File: src/hdl/sft_pkg.sv
// shared types, codes and helpers for the ipv4 subnet flag trie
// no dependencies
package sft_pkg;

  localparam int STRIDE = 8;
  localparam int WAYS = 256;
  localparam logic [7:0] BYTE_MASK = 8'hff;

  localparam logic OP_LOOKUP = 1'b0;
  localparam logic OP_ADD = 1'b1;

  localparam logic [1:0] STATUS_OK = 2'd0;
  localparam logic [1:0] STATUS_BAD = 2'd1;
  localparam logic [1:0] STATUS_FULL = 2'd2;

  localparam logic [1:0] LEVEL_LAST = 2'd3;

  typedef enum logic [1:0] {
    KIND_EMPTY = 2'd0,
    KIND_LEAF  = 2'd1,
    KIND_NODE  = 2'd2
  } kind_t;

  typedef enum logic [4:0] {
    S_CLEAR, S_IDLE, S_CHECK, S_LK_RD, S_LK_EV, S_CN_RD, S_CN_EV, S_POOL,
    S_WK_RD, S_WK_EV, S_FILL, S_LINK, S_CV_START, S_CV_RD, S_CV_EV, S_CV_ADV
  } state_t;

  typedef struct packed {
    logic       latch;
    logic       clr;
    logic       walk_start;
    logic       rd_walk;
    logic       walk_adv;
    logic       need_set;
    logic       alloc;
    logic       fill;
    logic       link;
    logic       cover_start;
    logic       rd_cover;
    logic       cover_write;
    logic       push;
    logic       pop;
    logic       idx_inc;
    logic       res_load;
    logic       res_leaf;
    logic [1:0] res_status;
  } cmd_t;

  typedef struct packed {
    logic  is_add;
    logic  bad;
    logic  last_zero;
    logic  pool_short;
    kind_t rkind;
    logic  lvl_max;
    logic  next_last;
    logic  clr_last;
    logic  fill_last;
    logic  idx_end;
    logic  d_top;
    logic  d_deep;
    logic  out_valid;
  } stat_t;

  function automatic logic [7:0] addr_byte(input logic [31:0] a, input logic [1:0] l);
    logic [7:0] b;
    case (l)
      2'd0:    b = a[31:24];
      2'd1:    b = a[23:16];
      2'd2:    b = a[15:8];
      default: b = a[7:0];
    endcase
    return b;
  endfunction

endpackage

File: src/hdl/sft_ctrl.sv
// sequencer for clear, lookup, add walk, node split and subtree cover
// depends on sft_pkg
module sft_ctrl (
  input  logic          clk,
  input  logic          rst,
  input  logic          in_valid,
  output logic          in_ready,
  input  sft_pkg::stat_t st,
  output sft_pkg::cmd_t  cmd
);
  import sft_pkg::*;

  state_t state, state_next;

  always_ff @(posedge clk) begin
    if (rst) begin
      state <= S_CLEAR;
    end else begin
      state <= state_next;
    end
  end

  always_comb begin
    state_next = state;
    cmd = '0;
    in_ready = 1'b0;
    case (state)
      S_CLEAR: begin
        cmd.clr = 1'b1;
        if (st.clr_last) state_next = S_IDLE;
      end
      S_IDLE: begin
        in_ready = !st.out_valid;
        if (in_valid && !st.out_valid) begin
          cmd.latch = 1'b1;
          state_next = S_CHECK;
        end
      end
      S_CHECK: begin
        cmd.walk_start = 1'b1;
        if (!st.is_add) begin
          state_next = S_LK_RD;
        end else if (st.bad) begin
          cmd.res_load = 1'b1;
          cmd.res_status = STATUS_BAD;
          state_next = S_IDLE;
        end else if (st.last_zero) begin
          state_next = S_POOL;
        end else begin
          state_next = S_CN_RD;
        end
      end
      S_LK_RD: begin
        cmd.rd_walk = 1'b1;
        state_next = S_LK_EV;
      end
      S_LK_EV: begin
        if (st.rkind == KIND_NODE && !st.lvl_max) begin
          cmd.walk_adv = 1'b1;
          state_next = S_LK_RD;
        end else begin
          cmd.res_load = 1'b1;
          cmd.res_status = STATUS_OK;
          cmd.res_leaf = (st.rkind == KIND_LEAF);
          state_next = S_IDLE;
        end
      end
      S_CN_RD: begin
        cmd.rd_walk = 1'b1;
        state_next = S_CN_EV;
      end
      S_CN_EV: begin
        if (st.rkind == KIND_NODE) begin
          cmd.walk_adv = 1'b1;
          state_next = st.next_last ? S_POOL : S_CN_RD;
        end else begin
          cmd.need_set = 1'b1;
          state_next = S_POOL;
        end
      end
      S_POOL: begin
        if (st.pool_short) begin
          cmd.res_load = 1'b1;
          cmd.res_status = STATUS_FULL;
          state_next = S_IDLE;
        end else begin
          cmd.walk_start = 1'b1;
          state_next = st.last_zero ? S_CV_START : S_WK_RD;
        end
      end
      S_WK_RD: begin
        cmd.rd_walk = 1'b1;
        state_next = S_WK_EV;
      end
      S_WK_EV: begin
        if (st.rkind == KIND_NODE) begin
          cmd.walk_adv = 1'b1;
          state_next = st.next_last ? S_CV_START : S_WK_RD;
        end else begin
          cmd.alloc = 1'b1;
          state_next = S_FILL;
        end
      end
      S_FILL: begin
        cmd.fill = 1'b1;
        if (st.fill_last) state_next = S_LINK;
      end
      S_LINK: begin
        cmd.link = 1'b1;
        state_next = st.next_last ? S_CV_START : S_WK_RD;
      end
      S_CV_START: begin
        cmd.cover_start = 1'b1;
        state_next = S_CV_RD;
      end
      S_CV_RD: begin
        cmd.rd_cover = 1'b1;
        state_next = S_CV_EV;
      end
      S_CV_EV: begin
        if (st.rkind == KIND_NODE) begin
          if (st.d_deep) begin
            cmd.push = 1'b1;
            state_next = S_CV_RD;
          end else begin
            state_next = S_CV_ADV;
          end
        end else if (st.rkind == KIND_EMPTY || st.rkind == KIND_LEAF) begin
          cmd.cover_write = 1'b1;
          state_next = S_CV_ADV;
        end else begin
          state_next = S_CV_ADV;
        end
      end
      S_CV_ADV: begin
        if (st.idx_end) begin
          if (st.d_top) begin
            cmd.res_load = 1'b1;
            cmd.res_status = STATUS_OK;
            state_next = S_IDLE;
          end else begin
            cmd.pop = 1'b1;
          end
        end else begin
          cmd.idx_inc = 1'b1;
          state_next = S_CV_RD;
        end
      end
      default: state_next = S_IDLE;
    endcase
  end
endmodule

File: config.mk
export PLATFORM = sky130hd
export DESIGN_NAME = sft_ctrl
export DESIGN_NICKNAME = d
export VERILOG_FILES = /design/src/hdl/sft_pkg.sv /design/src/hdl/sft_ctrl.sv
export SDC_FILE = /design/constraint.sdc
export NUM_CORES = 1
export LEC_CHECK = 0
export ABC_AREA = 1
export BUFFER_PORTS_ARGS = -buffer_cell sky130_fd_sc_hd__buf_2
export CAP_MARGIN = 20
export CORE_AREA = 2 2 52 54
export DETAILED_ROUTE_END_ITERATION = 12
export DIE_AREA = 0 0 54 56
export SLEW_MARGIN = 20
export SYNTH_ARGS = -nofsm -noshare
export SYNTH_HDL_FRONTEND = slang
export SYNTH_SLANG_ARGS = --single-unit
File: constraint.sdc
create_clock -name clk -period 2.8 [get_ports clk]
set_clock_uncertainty 0.1 [all_clocks]
set_input_delay 0.42 -clock clk [delete_from_list [all_inputs] [get_ports clk]]
set_output_delay 0.42 -clock clk [all_outputs]
set_load 0.005 [all_outputs]
* Word level (Yosys, flattened, before mapping) *
Cells that the tools add are included.

operators by class
  add/subtract/negate cells = 0
  multiply operators = 0
  div/mod/pow operators = 0
  $lt $le $gt $ge = 0
  equal/unequal tests = 21
  shift-type cells = 0
  mux-type cells = 56
  bitwise gates (word level) = 0
  reduce and logical (&&, ||, !) cells = 10

operator list
  kind                                            count
  one-hot mux 5 bit (16 select lines)             1
  == test 5 x 4 -> 1 bit (second input constant)  8
  2-to-1 mux 5 bit                                8
  2-to-1 mux 1 bit                                30
  == test 5 x 3 -> 1 bit (second input constant)  4
  2-to-1 mux 2 bit                                8
  == test 5 x 2 -> 1 bit (second input constant)  2
  2-to-1 mux 3 bit                                3
  2-to-1 mux 4 bit                                2
  inequality test 2 bit (second input constant)   3
  one-hot mux 2 bit (3 select lines)              1
  == test 5 x 1 -> 1 bit (second input constant)  1
  logical NOT 5 bit                               1
  one-hot mux 1 bit (2 select lines)              2
  one-hot mux 1 bit (4 select lines)              1
  AND reduction 4 bit                             1
  inequality test 3 bit (second input constant)   1
  OR reduction 3 bit                              1
  == test 2 x 1 -> 1 bit (second input constant)  1
  == test 2 bit (second input constant)           1
  logical AND 1 bit                               2
  logical NOT 1 bit                               2
  logical NOT 2 bit                               1
  OR reduction 2 bit                              1
  logical OR 1 bit                                1

storage, ports and cells
  bits in registers = 5
  bits in latches = 0
  RAM bits = 0
  bits in read-only memories = 0
  bits of input ports = 17
  output and inout bits = 20
  logic and storage cells = 88
  memories kept = 0

* Longest topological paths before layout *
Gate-level depths: netlist (run 1).

  depth in word-level cells = 5
  mapped depth = 9
  gate-level depth less buffers = 9

* Worst setup path before layout (run 1) *
No wires, ideal clock.

  path kind = input-to-output
  start point = in st[9] (netlist bit)
  end point = out cmd[14] (netlist bit)
  arrival = 0.873 ns
  required time = 2.280 ns
  setup slack = 1.407 ns
  cell stages on the path = 4
  path buffers = 0
  cells stage by stage = inv_1 > nor2_4 > nand2_1 > o21ai_0

RTL lines
  item         RTL line       source
  from (decl)  sft_ctrl.sv:8  input sft_pkg::stat_t st,
  to (decl)    sft_ctrl.sv:9  output sft_pkg::cmd_t cmd

==> impl_metrics.ini, run 1 <==
[layout]
nNetsFinal = 176
layout_commonest_cell = buf_2
final_cell_mix = 36 x buf_2, 28 x inv_1, 27 x nand2_1, 22 x nor2_1, 10 x nand3_1
largest_register = state
areaGrowthSynthToFinish_pct = 41.47
reg_top3 = state x4
num_antenna_cells = 0
drive_above_1_share = 0.3057
largest_register_ffs = 4
fin_util = 0.3369

[status]
outcome = finished clean

[sta]
slew_headroom = 0.8386
fmax_mhz = 526.7
slew_violations = 0
worstMarginPinSlew_ns = 0.2396
finalCritPeriodShare = 0.6781
hold_viol = 0
finalSetupTns_ns = 0
rsz0062_at_grt = false
setup_ws_ns = 0.9014
setup_viol = 0
finalCriticalPeriod_ns = 1.899

[clock_tree]
cts_setup_buffers = 0
clk_latency_ns = 0.24
cts.repair.resized = 0
ctsHoldBuffers = 0
clock-sinks = 4
cts_tree = done
cts_made_buffers = 3
clockBufferDepth = 2
clkTransAtPathRegs_ns = 0.04
cts_root_buf = clkbuf_4
htree_levels = 1

[yosys]
synth_top_area_frac = 0.1814
synth-compound-area-share = 0.1015
syn_inst = 118
synth_adder_area_share = 0
syn_area_per_cell_um2 = 4.909
synth_top_family_by_area = simple AND/OR/NAND/NOR gates
ys_warn_count = 0
yosysUniqueCellTypes = 15
synth.area.top_cells = inv_1 18%, nand2_1 17%, nor2_1 14%
synthMuxAreaShare = 0
yosys.area_share.simple = 0.5788
syn_nets = 135
synth.cell_area_um2 = 579.3
yosysSeqAreaShare = 0.1382
synth_area_leader_cell = inv_1
ys_ff_latch = 4
synthXorXnorAreaFrac = 0

[grt]
grt_pass1_wl_um = 2918
grt_pass1_vias = 703
antenna_found_initial = 0
grt.overflow.total = 0
grt.total_usage = 0.1272
grt_max_degree = 8

[route]
drtIter0Drc = 24
drc = 0
viasPerCell = 4.299
drtPass1Iterations = 4
ant_nets = 0
num_vias = 804
wl_per_cell_um = 9.455
wirelength_um = 1768

[floorplanning]
rows = 18
chipWidth_um = 54
core_mm2 = 0.002432
start_util = 0.2382
die_h_um = 56
dieArea_mm2 = 0.003024
io_pins = 37

[worst_setup_path]
cp_max_fo = 4
r2r_start = state[2]$_SDFFE_PP0P_
cp.arrival_ns = 1.38
setup.worst_path.end_class = output pin
worstSetupPathType = flip-flop to output pin
crit_path_start_kind = flip-flop
rr_worst_depth = 9
r2r_end = state[2]$_SDFFE_PP0P_
critPathRequiredTime_ns = 2.28
r2r_slack_ns = 1.43

[power]
total_power_mw = 0.2378
irDropWorstVdd_mv = 0.1189
p_leak_nw = 0.5334
power.density_mw_per_mm2 = 290.1

[placement]
place_ws_ns = 1.124
dp_hpwl_um = 1504
place.gp.congestion = 0.8462
port-buffer-count = 36

[flow_run]
cap_violations = 0

[worst_hold_path]
hp-class = primary input to flip-flop
hold_end = state[1]$_SDFFE_PP0P_
hp-start = rst
min_path_cells = 2
-- where the power goes --
part           switching [mW]  leakage [nW]  total, mW  internal (mW)
Clock                  0.0243        0.0138     0.0723         0.0480
Sequential            0.00612        0.0326     0.0683         0.0622
Combinational          0.0609         0.487     0.0971         0.0363
Total                  0.0913         0.533      0.238          0.146
-- cells by family (layout without fill, tap and decap cells) --
group | after synthesis | count (layout)
AOI/OAI and AO/OA | 11 | 11
buffers and inverters | 28 | 67
DFF | 4 | 4
and+or+nand+nor | 75 | 75
-- how the worst max path moves through the flow --
| stage | startpoint | to | slack [ns] |
|---|---|---|---|
| after global routing | state[2]$_SDFFE_PP0P_ | cmd[3] | 0.76 |
| final | state[2]$_SDFFE_PP0P_ | cmd[3] | 0.90 |
| after CTS | state[2]$_SDFFE_PP0P_ | cmd[3] | 0.91 |
| after global placement | st[9] | cmd[3] | 1.12 |
| after detailed placement | st[9] | cmd[3] | 1.12 |
| after floorplan | st[9] | cmd[14] | 1.41 |
-- through the flow --
stage	instance area (µm²)	instances	hold WS [ns]
global placement	797.0	184	0.5187
finish	819.5	187	0.2731
floorplan	579.3	118	0.3891
global route	819.5	187	0.2796
detailed placement	797.0	184	0.5145
CTS	819.5	187	0.2654
-- layer usage --
metal	global-route usage	vias to the layer above	wire length (µm)
li1	-	440	-
met1	0.1952	332	856
met2	0.1777	30	757
met3	0.008065	2	134
met4	0.05357	0	19
met5	0	-	0
-- critical path: stages, from the launching register on --
cell	delay, ns
dfxtp_1	0.33
inv_1	0.11
nand2_1	0.13
nor2_1	0.20
nand3_1	0.15
nand4_1	0.11
buf_2	0.12
-- final cells by class --
cell class	instances	area, µm²
clock buffers	3	22.52
repair buffers	36	180.2
multi-input cells	86	394.1
inverters	28	105.1
well taps	30	37.54
fillers	289	1613
flip-flops and latches	4	80.08
-- synth_stat cells --
| cell type | n |
|---|---|
| nand4_1 | 2 |
| o211ai_1 | 1 |
| a21oi_1 | 2 |
| nor2_4 | 1 |
| inv_1 | 28 |
| nor3_1 | 4 |
| nor2_2 | 3 |
| nand3_1 | 10 |
| nand2_1 | 27 |
| nor2_1 | 22 |
| dfxtp_1 | 4 |
| nand3b_1 | 1 |
| o21ai_0 | 7 |
| nand2_2 | 5 |
| a31oi_1 | 1 |
Power figures use the tool's default switching activity.
==> inputs of run 2 (changes only) <==
clock period = 1.73 ns   (was 2.8 ns; I/O delays follow)
==> impl_metrics.ini, run 2 (synthesis results as in run 1) <==
[status]
outcome = finished clean

[clock_tree]
cts_tree = done
clkTransAtPathRegs_ns = 0.04
htree_levels = 1
clock-sinks = 4
cts_made_buffers = 3
cts_root_buf = clkbuf_4
cts.repair.resized = 0
clockBufferDepth = 2
ctsHoldBuffers = 0
cts_setup_buffers = 0
clk_latency_ns = 0.23

[worst_setup_path]
cp_slowest_cell = dfxtp_1
slowest_delay_ns = 0.41
worstSetupPathType = flip-flop to output pin
cp.arrival_ns = 1.29
cp_cell_sequence = inv_1 > nand2_2 > nor2_1 > o21ai_0 > o21ai_0 > buf_2
critical_path_depth = 6
rr_worst_depth = 9
path_buf_inv = 2
cp_max_fo = 6
crit_top_cell = o21ai_0
critPathRequiredTime_ns = 1.37
crit_path_start_kind = flip-flop
setup.worst_path.end_class = output pin
path_delay_family = flip-flops

[sta]
fmax_mhz = 605.0
slew_violations = 0
hold_viol = 0
finalSetupTns_ns = 0
finalCriticalPeriod_ns = 1.653
worstMarginPinSlew_ns = 0.2327
fin_hold_ws_ns = 0.1203
setup_viol = 0
finalCritPeriodShare = 0.9554
slew_headroom = 0.8445
rsz0062_at_grt = true

[layout]
drive_above_1_share = 0.3376
num_antenna_cells = 0
layout_commonest_cell = buf_2
fin_area_um2 = 830.8
fillers = 282
reg_top3 = state x4
largest_register_ffs = 4
areaGrowthSynthToFinish_pct = 43.41
nNetsFinal = 176
largest_register = state
final_cell_mix = 36 x buf_2, 28 x inv_1, 26 x nand2_1, 19 x nor2_1, 10 x nand3_1

[placement]
port-buffer-count = 36
place.gp.congestion = 0.8548
dp_hpwl_um = 1503
dpl-instance-area_um2 = 797.0

[route]
viasPerCell = 4.342
num_vias = 812
drtIter0Drc = 27
ant_nets = 0
drc = 0
wl_per_cell_um = 9.396
drtPass1Iterations = 4
wirelength_um = 1757

[floorplanning]
io_pins = 37
dieArea_mm2 = 0.003024
die_h_um = 56
rows = 18
core_mm2 = 0.002432
chipWidth_um = 54
start_util = 0.2382

[grt]
grt.overflow.total = 0
grt_pass1_vias = 670
grt_pass1_wl_um = 2815
grt_max_degree = 8
grt.total_usage = 0.1225
antenna_found_initial = 0

[power]
irDropWorstVdd_mv = 0.2137
power.density_mw_per_mm2 = 464.0
p_leak_nw = 0.5338
total_power_mw = 0.3855

[flow_run]
cap_violations = 0

[worst_hold_path]
hp-class = primary input to flip-flop
min_path_cells = 2
[run 2: cell count changes in the layout (fill, tap and decap cells not counted)]
cell and change:
dfxtp_1 -1, dfxtp_2 +1, nand2_1 -1, nand2_2 +1, nor2_1 -3, nor2_2 +3
[run 2: metal layers]
metal | routed length, µm | global-route usage
met1 | 818 | 0.1758
met2 | 786 | 0.1760
met3 | 138 | 0.01882
met4 | 14 | 0.05357
met5 | 0 | 0
[run 2: final timing paths]
check	startpoint	endpoint	slack, ns
max	state[1]$_SDFFE_PP0P_	cmd[14]	0.08
max reg2reg	state[1]$_SDFFE_PP0P_	state[2]$_SDFFE_PP0P_	0.38
min	rst	state[3]$_SDFFE_PP0P_	0.12
min reg2reg	state[0]$_SDFFE_PP0P_	state[0]$_SDFFE_PP0P_	0.60
[run 2: power by group]
group / leakage, nW / internal (mW) / switching [mW]
Combinational: 0.487 / 0.0606 / 0.0988
Sequential: 0.0329 / 0.102 / 0.0112
Clock: 0.0138 / 0.0774 / 0.0356
[run 2: layout make-up]
type,count,area (µm²),share of cell area
Multi-Input combinational cell,86,404.1,0.4864
Timing Repair Buffer,36,180.2,0.2169
Inverter,28,105.1,0.1265
Sequential cell,4,81.33,0.09789
Tap cell,30,37.54,0.04518
Clock buffer,3,22.52,0.02711
[run 2: through the flow]
stage	setup slack [ns]	utilization	std cells
after floorplan	0.5156	-	118
after global placement	0.2667	0.3277	184
after detailed placement	0.2619	0.3277	184
after CTS	0.01085	0.3369	187
after global routing	-0.01881	0.3416	187
final	0.07709	0.3416	187
